`config.mk`:
```
export PLATFORM = sky130hd
export DESIGN_NAME = lget_cell
export DESIGN_NICKNAME = d
export VERILOG_FILES = /design/src/sv/lget_pkg.sv /design/src/sv/lget_cell.sv
export SDC_FILE = /design/constraint.sdc
export NUM_CORES = 1
export LEC_CHECK = 0
export CAP_MARGIN = 10
export CORE_AREA = 2 2 76 78
export CTS_CLUSTER_DIAMETER = 30
export DETAILED_ROUTE_END_ITERATION = 10
export DIE_AREA = 0 0 78 80
export DONT_BUFFER_PORTS = 1
export PLACE_DENSITY = 0.65
export SYNTH_ARGS = -nofsm -noshare
export SYNTH_HDL_FRONTEND = slang
export SYNTH_SLANG_ARGS = --single-unit
```
`constraint.sdc`:
```
create_clock -name i_clk -period 2.3 [get_ports i_clk]
set_clock_uncertainty 0.2 [all_clocks]
set_input_delay 0.115 -clock i_clk [delete_from_list [all_inputs] [get_ports i_clk]]
set_output_delay 0.115 -clock i_clk [all_outputs]
set_load 0.03 [all_outputs]
```
`src/sv/lget_pkg.sv`:
```
// ----------------------------------------------------------------------------
// lget_pkg
// Shared types and constants of the light gun event tracker: field widths,
// command, kind and register codes, and the query item of the code table.
// ----------------------------------------------------------------------------
`timescale 1ns / 1ps
`default_nettype none

package lget_pkg;

    localparam int CODE_W  = 10;
    localparam int MASK_W  = 12;
    localparam int VAL_W   = 32;
    localparam int KIND_W  = 2;
    localparam int FRAC_W  = 16;
    localparam int IDX_W   = 3;

    localparam int S_TDATA_W = 56;
    localparam int S_TUSER_W = 3;
    localparam int M_TDATA_W = 48;
    localparam int M_TUSER_W = 1;

    // command codes
    localparam logic CMD_EVENT = 1'b0;
    localparam logic CMD_BIND  = 1'b1;

    // event kinds
    localparam logic [KIND_W-1:0] KIND_KEY = 2'd0;
    localparam logic [KIND_W-1:0] KIND_ABS = 2'd1;
    localparam logic [KIND_W-1:0] KIND_REL = 2'd2;

    // axis codes and the touch key
    localparam logic [CODE_W-1:0] AXIS_X    = 10'd0;
    localparam logic [CODE_W-1:0] AXIS_Y    = 10'd1;
    localparam logic [CODE_W-1:0] TOUCH_KEY = 10'd330;

    localparam logic signed [VAL_W-1:0] KEY_DOWN = 32'sd1;

    // register indexes
    localparam logic [IDX_W-1:0] CFG_X_LOWER     = 3'd0;
    localparam logic [IDX_W-1:0] CFG_X_UPPER     = 3'd1;
    localparam logic [IDX_W-1:0] CFG_Y_LOWER     = 3'd2;
    localparam logic [IDX_W-1:0] CFG_Y_UPPER     = 3'd3;
    localparam logic [IDX_W-1:0] CFG_REL_MODE    = 3'd4;
    localparam logic [IDX_W-1:0] CFG_TOUCH_CAP   = 3'd5;
    localparam logic [IDX_W-1:0] CFG_TOUCH_START = 3'd6;

    // reset values of the bound registers and the axes
    localparam logic signed [VAL_W-1:0] UPPER_RST = 32'sd32767;
    localparam logic signed [VAL_W-1:0] MID_RST   = 32'sd16383;

    // 2% edge margins: d * 50 < r or d * 50 > r * 49
    localparam int EDGE_DEN  = 50;
    localparam int EDGE_KEEP = 49;

    localparam logic [FRAC_W-1:0] FRAC_ONE = 16'hFFFF;

    typedef struct packed {
        logic              is_bind;
        logic [CODE_W-1:0] code;
        logic [MASK_W-1:0] bmask;
        logic              hit;
        logic              added;
        logic [MASK_W-1:0] mask;
    } t_query;

endpackage

`default_nettype wire

```
`src/sv/lget_cell.sv`:
```
// ----------------------------------------------------------------------------
// lget_cell
// One slot of the code table. Holds a code and its button mask, matches the
// passing query, appends a new code at the fill point and hands the query on.
// ----------------------------------------------------------------------------
`timescale 1ns / 1ps
`default_nettype none

module lget_cell
    import lget_pkg::*;
#(
    parameter int IDX = 0,
    parameter int CW  = 7
) (
    input  wire logic          i_clk,
    input  wire logic          i_rst_n,
    input  wire logic          i_vld,
    input  wire t_query        i_q,
    input  wire logic [CW-1:0] i_count,
    output logic               o_vld,
    output t_query             o_q
);

    logic              r_vld;
    t_query            r_q;
    t_query            n_q;
    logic [CODE_W-1:0] r_code;
    logic [MASK_W-1:0] r_mask;
    logic              w_live;
    logic              w_match;
    logic              w_append;

    always_comb begin
        w_live   = CW'(IDX) < i_count;
        w_match  = i_vld && !i_q.hit && w_live && (r_code == i_q.code);
        w_append = i_vld && !i_q.hit && i_q.is_bind && (CW'(IDX) == i_count);
        n_q      = i_q;
        if (w_match) begin
            n_q.hit  = 1'b1;
            n_q.mask = r_mask;
        end
        if (w_append) begin
            n_q.hit   = 1'b1;
            n_q.added = 1'b1;
            n_q.mask  = i_q.bmask;
        end
    end

    always_ff @(posedge i_clk) begin
        if (!i_rst_n) begin
            r_vld <= 1'b0;
        end else begin
            r_vld <= i_vld;
        end
        r_q <= n_q;
        if (w_append) begin
            r_code <= i_q.code;
            r_mask <= i_q.bmask;
        end else if (w_match && i_q.is_bind) begin
            r_mask <= r_mask | i_q.bmask;
        end
    end

    assign o_vld = r_vld;
    assign o_q   = r_q;

endmodule

`default_nettype wire

```
==> impl_metrics.yaml <==
floorplanning:
  initial_core_util: 0.424
  row_count: 27
  dieArea_um2: 6240
  die_w_um: 78
  fp.dieH_um: 80
  io_pins: 85
  core_um2: 5410
detailed_routing:
  drt_wl_total_um: 5370
  antenna_left: 0
  post-route-drc-count: 0
  first_iter_violations: 79
  firstDrtPassIters: 4
  routed-via-count: 1677
  wl_per_cell_um: 17.3
  vias_per_cell: 5.39
critical_path:
  cp.arrival_ns: 2.02
  cp_max_fo: 12
  cp.required_ns: 2.15
  cp-end-kind: "flop"
  cp-start-kind: "flop"
  worstSetupPathType: "reg2reg"
layout:
  final_util: 0.563
  layout_commonest_cell: "dlygate4sd3_1"
  final_nets: 281
  drive_gt1_frac: 0.163
  layoutNonFillerInstCount: 311
  final_cell_mix: "39 x dlygate4sd3_1, 38 x dfxtp_1, 22 x edfxtp_1, 14 x inv_1, 14 x nand4_1"
  insertedDiodeCount: 0
  syn_to_final_growth_pct: 32.8
synthesis:
  yosysUniqueCellTypes: 28
  yosysTopAreaCell: "dfxtp_1"
  syn-instance-count: 188
  synth.avg_cell_area_um2: 12.2
  synth_top_area_frac: 0.332
  syn_nets: 235
  synth_area_leaders: "dfxtp_1 33%, edfxtp_1 29%, o41ai_2 7.1%, a21o_1 3.9%, nand4_1 3.8%"
  yosys_warnings: 0
  synth-seq-cells: 60
  netlist_area_um2: 2290
  seq_area_frac_synth: 0.620
place:
  dp_hpwl_um: 3360
  routabilityCongestion: 0.717
  dp.cells: 256
  port_buffers: 0
  pre_cts_ws_ns: 0.141
sta:
  fin_setup_tns_ns: 0
  slew_headroom: 0.668
  worst_slack_ns: 0.139
  worstMarginPinSlew_ns: 0.498
  min_period_ns: 2.16
  max_freq_mhz: 463
  fin_crit_sh: 0.940
  rsz0062_at_grt: "no"
  drv_slew: 0
  finalHoldViolations: 0
  finalSetupViolCount: 0
global_routing:
  grt_max_degree: 20
  grt_pass1_vias: 1723
  grt_use_total: 0.187
  antenna_found_initial: 0
  overflow: 0
  grt_pass1_wl_um: 8570
hold_path:
  hold_class: "in2reg"
outcome:
  status: "completed"
power_and_ir_drop:
  p_leak_nw: 1.15
  power_density_nw_per_um2: 820
  irDropWorstVdd_mv: 0.439
clock_tree:
  clk_pin_slew_ns: 0.07
  clk-insertion-delay-late_ns: 0.34
  clk_path_buf_depth: 2
  tritoncts: "yes"
  root_buffer: "clkbuf_8"
  clock-sinks: 60
  cts-buffers-inserted: 9
  htreeDepth: 3
run:
  cap_violations: 0
## registers in the layout, indices dropped and copies added, names as in the netlist
name    flops
r_mask     12
o_vld       1
o_q        37
r_code     10
## power by group
part / internal [mW] / switching (mW) / total, mW
clock: 0.715 / 0.419 / 1.13
combinational: 0.0780 / 0.0647 / 0.143
sequential: 1.13 / 0.0857 / 1.22
total: 1.93 / 0.570 / 2.50
## critical path, cell delays in order, from the launching register on
cell and delay, ns:
edfxtp_1 0.37, xor2_1 0.16, or3_4 0.39, or4_4 0.44
o21ai_4 0.16, buf_12 0.15
## Yosys cell counts (all sizes together)
cell / count
a21o: 12
a31oi: 12
and2: 2
and3b: 1
and4: 2
buf: 5
clkbuf: 9
dfxtp: 38
edfxtp: 22
inv: 14
nand2: 2
nand2b: 1
nand3: 1
nand4: 14
nor2: 13
nor2b: 1
nor3: 1
nor4: 13
o21ai: 1
o41ai: 12
or3: 1
or4: 1
xnor2: 7
xor2: 3
## area by class of cell
cell class	instances	area [um2]
timing repair buffer	49	478
sequential	60	1420
inverter	14	52.6
multi-input combinational	100	764
clock buffer	9	124
clock inverter	7	115
fill	453	2360
tap	72	90.1
## logic make-up (layout without fill, tap and decap cells)
logic type / Yosys count / in the layout / share of synthesized area
AND/OR/NAND/NOR: 53 / 53 / 0.137
buffers and inverters: 28 / 79 / 0.0502
AO/OA/AOI/OAI: 37 / 37 / 0.154
flip-flops: 60 / 60 / 0.620
XOR/XNOR: 10 / 10 / 0.0382
## worst paths after layout
path / slack, ns / start / cells past startpoint / endpoint
worst max-delay path: 0.14 / r_code[7] / 5 / r_mask[0]
worst min-delay path: 0.03 / i_q[36] / 3 / r_mask[5]
worst max register to register: 0.14 / r_code[7] / 5 / r_mask[0]
worst min register to register: 0.35 / r_mask[10] / 1 / r_mask[10]
## stage by stage
| step | area, um2 | total power, mW | hold WS, ns |
|---|---|---|---|
| 2_1_floorplan | 2300 | 1.30 | -0.0573 |
| 4_1_cts | 3050 | 2.52 | 0.0135 |
| 3_5_place_dp | 2420 | 1.32 | -0.0572 |
| 3_3_place_gp | 2420 | 1.32 | -0.0572 |
| 6_report | 3050 | 2.50 | 0.0311 |
| 5_1_grt | 3050 | 2.58 | 0.0299 |
## layer usage
| metal | wire (um) | GRT usage | share of wire | up-vias |
|---|---|---|---|---|
| li1 | - | - | - | 797 |
| met1 | 2180 | 0.218 | 0.41 | 814 |
| met2 | 2800 | 0.304 | 0.52 | 57 |
| met3 | 302 | 0.0679 | 0.056 | 9 |
| met4 | 92 | 0.0930 | 0.017 | 0 |
| met5 | 0 | 0 | 0 | - |
## what timing repair did
| item | 4_1_cts | 5_1_grt |
|---|---|---|
| hold endpoints to repair | 60 | 0 |
| hold buffers | 39 | 0 |
| setup buffers | 0 | 0 |
| resized for setup | 0 | 0 |
No activity file was read; power rests on OpenSTA's default activity.
